[src/rtl/gsa_pkg.sv]
`default_nettype none

package gsa_pkg;

    localparam int CAPACITY = 1024;
    localparam int GEN_BITS = 16;
    localparam int IDX_W    = $clog2(CAPACITY);
    localparam int CNT_W    = $clog2(CAPACITY + 1);

    localparam logic ACT_CREATE  = 1'b0;
    localparam logic ACT_DESTROY = 1'b1;

    localparam logic [1:0] ST_DONE  = 2'd0;
    localparam logic [1:0] ST_FULL  = 2'd1;
    localparam logic [1:0] ST_STALE = 2'd2;

    typedef struct packed {
        logic                action;
        logic [IDX_W-1:0]    handle_index;
        logic [GEN_BITS-1:0] handle_generation;
    } req_word_t;

    typedef struct packed {
        logic [1:0]          status;
        logic [IDX_W-1:0]    entity_index;
        logic [GEN_BITS-1:0] entity_generation;
        logic [CNT_W-1:0]    live_count;
    } rsp_word_t;

    typedef struct packed {
        logic                active;
        logic [GEN_BITS-1:0] gen;
    } slot_t;

    typedef struct packed {
        logic start;
        logic fetch;
        logic commit;
    } ctl_t;

    typedef struct packed {
        logic need_fetch;
    } stat_t;

    typedef enum logic [2:0] {
        S_IDLE   = 3'b001,
        S_FETCH  = 3'b010,
        S_FINISH = 3'b100
    } state_t;

endpackage

`default_nettype wire

[src/rtl/gsa_controller.sv]
`default_nettype none

module gsa_controller (
    input  logic          clk,
    input  logic          rst_n,
    input  logic          req_valid,
    output logic          req_ready,
    output logic          rsp_valid,
    input  logic          rsp_ready,
    input  gsa_pkg::stat_t stat,
    output gsa_pkg::ctl_t  ctl
);
    import gsa_pkg::*;

    state_t state_reg;
    state_t state_next;
    logic   rsp_valid_reg;
    logic   rsp_valid_next;

    always_comb
    begin
        ctl.start  = (state_reg == S_IDLE) && req_valid;
        ctl.fetch  = (state_reg == S_FETCH);
        ctl.commit = (state_reg == S_FINISH) && (!rsp_valid_reg || rsp_ready);
    end

    always_comb
    begin
        state_next = state_reg;
        case (state_reg)
            S_IDLE:
            begin
                if (ctl.start)
                begin
                    state_next = stat.need_fetch ? S_FETCH : S_FINISH;
                end
            end
            S_FETCH:
            begin
                state_next = S_FINISH;
            end
            S_FINISH:
            begin
                if (ctl.commit)
                begin
                    state_next = S_IDLE;
                end
            end
            default:
            begin
                state_next = S_IDLE;
            end
        endcase
    end

    always_comb
    begin
        if (ctl.commit)
        begin
            rsp_valid_next = 1'b1;
        end
        else if (rsp_ready)
        begin
            rsp_valid_next = 1'b0;
        end
        else
        begin
            rsp_valid_next = rsp_valid_reg;
        end
    end

    always_ff @(posedge clk or negedge rst_n)
    begin
        if (!rst_n)
        begin
            state_reg     <= S_IDLE;
            rsp_valid_reg <= 1'b0;
        end
        else
        begin
            state_reg     <= state_next;
            rsp_valid_reg <= rsp_valid_next;
        end
    end

    assign req_ready = (state_reg == S_IDLE);
    assign rsp_valid = rsp_valid_reg;

endmodule

`default_nettype wire

[config.mk]
export PLATFORM = sky130hd
export DESIGN_NAME = gsa_controller
export DESIGN_NICKNAME = d
export VERILOG_FILES = /design/src/rtl/gsa_pkg.sv /design/src/rtl/gsa_controller.sv
export SDC_FILE = /design/constraint.sdc
export NUM_CORES = 1
export LEC_CHECK = 0
export BUFFER_PORTS_ARGS = -buffer_cell sky130_fd_sc_hd__buf_2
export CAP_MARGIN = 40
export CELL_PAD_IN_SITES_DETAIL_PLACEMENT = 1
export CELL_PAD_IN_SITES_GLOBAL_PLACEMENT = 2
export CORE_AREA = 8 8 45 47
export DETAILED_ROUTE_END_ITERATION = 10
export DIE_AREA = 0 0 53 55
export PLACE_DENSITY = 0.6
export SYNTH_ARGS = -nofsm -noshare
export SYNTH_HDL_FRONTEND = slang
export SYNTH_SLANG_ARGS = --single-unit
[constraint.sdc]
create_clock -name clk -period 1.6 [get_ports clk]
set_clock_uncertainty 0.2 [all_clocks]
set_input_delay 0.24 -clock clk [delete_from_list [all_inputs] [get_ports clk]]
set_output_delay 0.24 -clock clk [all_outputs]
set_load 0.05 [all_outputs]
### Word-level counts from Yosys, hierarchy flattened

Index checks and enable logic that the tools add are counted.

* output and inout bits: 5
* register bits after elaboration: 4
* input port bits: 5

* reduce and logical (&&, ||, !) cells: 6
* muxes and demuxes: 6
* equal/unequal tests: 5

Operators by type and width (count)
* $mux 3: 3
* $pmux 3 s3: 1
* $eq 3x1->1 const B: 1
* $eq 3x2->1 const B: 1
* $eq 3x3->1 const B: 1
* $logic_and 1x1->1: 2
* $mux 1: 2
* $ne 2x1->1 const B: 1
* $ne 2x2->1 const B: 1
* $reduce_and 2->1: 1
* $reduce_bool 2->1: 1
* $logic_not 1->1: 1
* $logic_or 1x1->1: 1

### Logic depth before layout (Yosys ltp)

* depth in word-level cells: 5
* depth in mapped cells: 3
* mapped depth without buffers: 3

### Worst setup path before layout

Ideal clock, no wire load.

* kind: register -> output
* start point: register state_reg[0]
* end point: output port req_ready
* stages on the path, launching flop included: 2
* arrival time: 1.674 ns
* path slack: -0.514 ns
* required time: 1.160 ns
* path buffers: 0
* cells stage by stage: dfstp_2 nor3b_1

* cells in the longest elaborated chain, start to end: 1

Ends and longest elaborated chain
* from (decl): line gsa_controller.sv:15 `state_t state_reg;`
* from (signal assigned): line gsa_controller.sv:81 `state_reg <= state_next;`
* $eq 3x1->1: line gsa_controller.sv:86 `assign req_ready = (state_reg == S_IDLE);`
* to (decl): line gsa_controller.sv:7 `output logic req_ready,`

No other way between the ends.

==> summary.md <==
| Metric | Value |
|---|---|
| Area of the multi-input gates | around 120 µm² |
| First-pass GRT wire length | 1.03 mm |
| Setup violations, final | 3 |
| Register Area | roughly 100 µm² |
| # IOs | 10 |
| Max Freq | ~0.56 GHz |
| Yosys reg bits | 4 |
| Diode count | 0 |
| Status | finished, violations left |
| Post-route ant nets | 0 |
| Fin Setup TNS | -0.326 ns |
| Yosys warning count | 0 |
| Largest stage delay, worst path | between 0.3 and 0.4 ns |
| Synth cell types | 16 |
| Layout cells sized above 1 | between 60% and 70% |
| CP delay by family, top | simple AND/OR/NAND/NOR gates |
| Net Count, Synth | 25 |
| Tmin final | ~1.8 ns |
| Clock sink total | 4 |
| Failing checks | setup timing |
| CP bufs+invs | 1 |
| GRT Residual Overflow | 0 |
| Post-synthesis simple-gate area fraction | 43.1% |
| Synth Instances | 20 |
| Largest family of logic cells by synthesized area | simple AND/OR/NAND/NOR gates |
| CP endpoint kind | primary output |
| Worst-Skew Late Latency | about 0.23 ns |
| Placed Cells | 49 |
| Worst-path clk slew | around 0.03 ns |
| Worst path cell trace | or3b_1 > and2b_2 > buf_8 |
| Hold Vio Cnt, Final | 0 |
| Switching power | approximately 180 µW |
| Synth top area share | 37.5% |
| Finished Layout Cells | 55 |
| Synthesized area | 200 µm² |
| PwrDens | 1230 nW/µm² |
| Mean Syn Cell Area | approximately 10 µm² |
| Min Hold Slack | 0.0448 ns |
| Slew Viols, Final | 0 |
| Min-Delay Path Class | input pin to flip-flop |
| Nets | 45 |
| Max reg flops | 3 |
| Synth async-reset ratio | 100% |
| Synth cell count leaders | dfrtp_1 (3), nor2_1 (3) |
| H-tree Lvls | 1 |
| DRT Pass-1 Iters | 1 |
| HP Start | stat |
| Seq pwr share | between 20% and 30% |
| Worst Path Required | between 1 and 1.5 ns |
| Mux share of post-synthesis cell area | 0% |
| R2R Path Start | state_reg[0]$_DFFE_PN1P_ |
| Max_cap viols | 0 |
| Root Buffer | clkbuf_4 |
| Die Footprint | around 2900 µm² |
| Dpl ws | -0.0486 ns |
| CP max stage cell | or3b_1 |
| Post-Synth Adder-Cell Area | 0% |
| Crit path kind | flip-flop to primary output |
| Post-DR wirelength/cell | 10.2 µm |
| Filler cells | 172 |
| Initial core utilization | around 14% |
| Row count | 14 |
| VDD IR max | about 480 µV |
| CORE AREA | about 1400 µm² |
| Relative slew slack | approximately 83% |
| M1 wire length | slightly above 200 µm |
| Post-synth EDFFs | 0 |
| Met3 wire length | roughly 59 µm |
| Comb power frac | 47.2% |
| Sequential share of the synthesized area | between 50% and 60% |
| CTS tree | built |
| Pleak | between 0.2 and 0.25 nW |
| Worst setup margin | -0.189 ns |
| Ys flop type | dfrtp_1 |
| DR vias/cell | approximately 3.8 |
| CP startpoint | state_reg[0]$_DFFE_PN1P_ |
| Chip width | roughly 53 µm |
| XOR/XNOR share of the synthesized area | 0% |
| Met2 routed WL | slightly below 300 µm |
| Clock Power Share | 26.8% |
| Hpwl dp | ~460 µm |
| CTS Buf Count | 3 |
| Clk buf depth | 2 |
| Synth-to-Final Area Change | 104% |
| Post-detailed-route DRC marker count | 0 |
| IO buf count | 9 |
| Initial antenna violation count | 0 |
| Tot GR Track Use | approximately 4.8% |
| Maximum fanout along the worst path | 2 |
| RD Place Congestion | ~0.63 |
| Tcrit/Tclk final | 112% |
| Via count | around 210 |
| Routed WL | between 500 and 600 µm |
| Complex-gate fraction of the synthesized area | under 10% |
| Synth area leaders | dfrtp_1 (38%), dfstp_2 (13%), nor2_1 (5.6%) |
| Arrival @ worst endpoint | around 1.4 ns |
| RSZ-0062 raised after global routing | true |
| Largest net degree at the start of global routing | 6 |
| PnR Total Power | around 500 µW |
| Startpoint Class | flip-flop |
| DR top layer | met3 |
| Yosys top cell by area | dfrtp_1 |
| P_int | approximately 320 µW |
| Number of DRC markers in iteration 0 | 0 |
| Switching Fraction | between 30% and 40% |
| Least-Margin Pin Slew | around 0.25 ns |
| Die Height | approximately 55 µm |
| Number of global-route vias before repair | about 260 |
## cell usage in the layout, fill, tap and decap left out, drive strengths merged
master / n
dfstp: 1
or2b: 1
and2: 1
nor3: 1
a21oi: 1
dlygate4sd3: 1
and2b: 1
nor3b: 1
or3: 1
nand3b: 1
nand2: 1
buf: 15
nand2b: 1
clkbuf: 4
or3b: 1
dfrtp: 3
nor2: 4
## cell type report
cell class,instances,share of cell area [%]
Clock buffer,4,6.44
Multi-Input combinational cell,15,30.1
Sequential cell,4,25.2
Tap cell,16,4.91
Timing Repair Buffer,16,33.4
## cell families (layout without fill, tap and decap cells)
logic type,count (synthesis),in the layout
flip-flops,4,4
AO/OA/AOI/OAI,1,1
AND/OR/NAND/NOR,14,14
buffers and inverters,1,20
## power by group through the flow
stage | Sequential (mW) | Combinational [mW] | Clock [mW]
final | 0.131 | 0.237 | 0.135
after global routing | 0.132 | 0.252 | 0.153
after CTS | 0.130 | 0.220 | 0.141
after detailed placement | 0.131 | 0.186 | 0
after global placement | 0.130 | 0.185 | 0
after floorplan | 0.150 | 0.108 | 0
## worst paths after layout
kind                                            endpoint  slack [ns]  cells past startpoint
worst max-delay path                              ctl[0]       -0.19                      3
worst min-delay path            state_reg[1]$_DFFE_PN0P_        0.04                      2
worst max register to register  state_reg[2]$_DFFE_PN0P_        0.13                      4
worst min register to register     rsp_valid$_DFFE_PN0P_        0.46                      3
max in group asynchronous       state_reg[0]$_DFFE_PN1P_        0.85                      2
min in group asynchronous       state_reg[2]$_DFFE_PN0P_        0.14                      2
## per-stage QoR
step / util, % / area [µm²]
2_1_floorplan: - / 218
3_3_place_gp: 22.3 / 309
3_5_place_dp: 22.3 / 309
4_1_cts: 27.3 / 378
5_1_grt: 29.5 / 408
6_report: 29.5 / 408
## timing repair
item,in CTS,in global routing
hold buffers,1,0
buffers inserted,0,1
setup endpoints to repair,4,4
gates cloned,0,0
gates resized for setup,9,5
hold endpoints to repair,4,0
## routing by layer
layer,up-vias,track usage [%]
li1,103,-
met1,98,4.58
met2,7,7.23
met3,0,2.94
met4,0,3.88
met5,-,0
(Power assumes the default switching activity.)
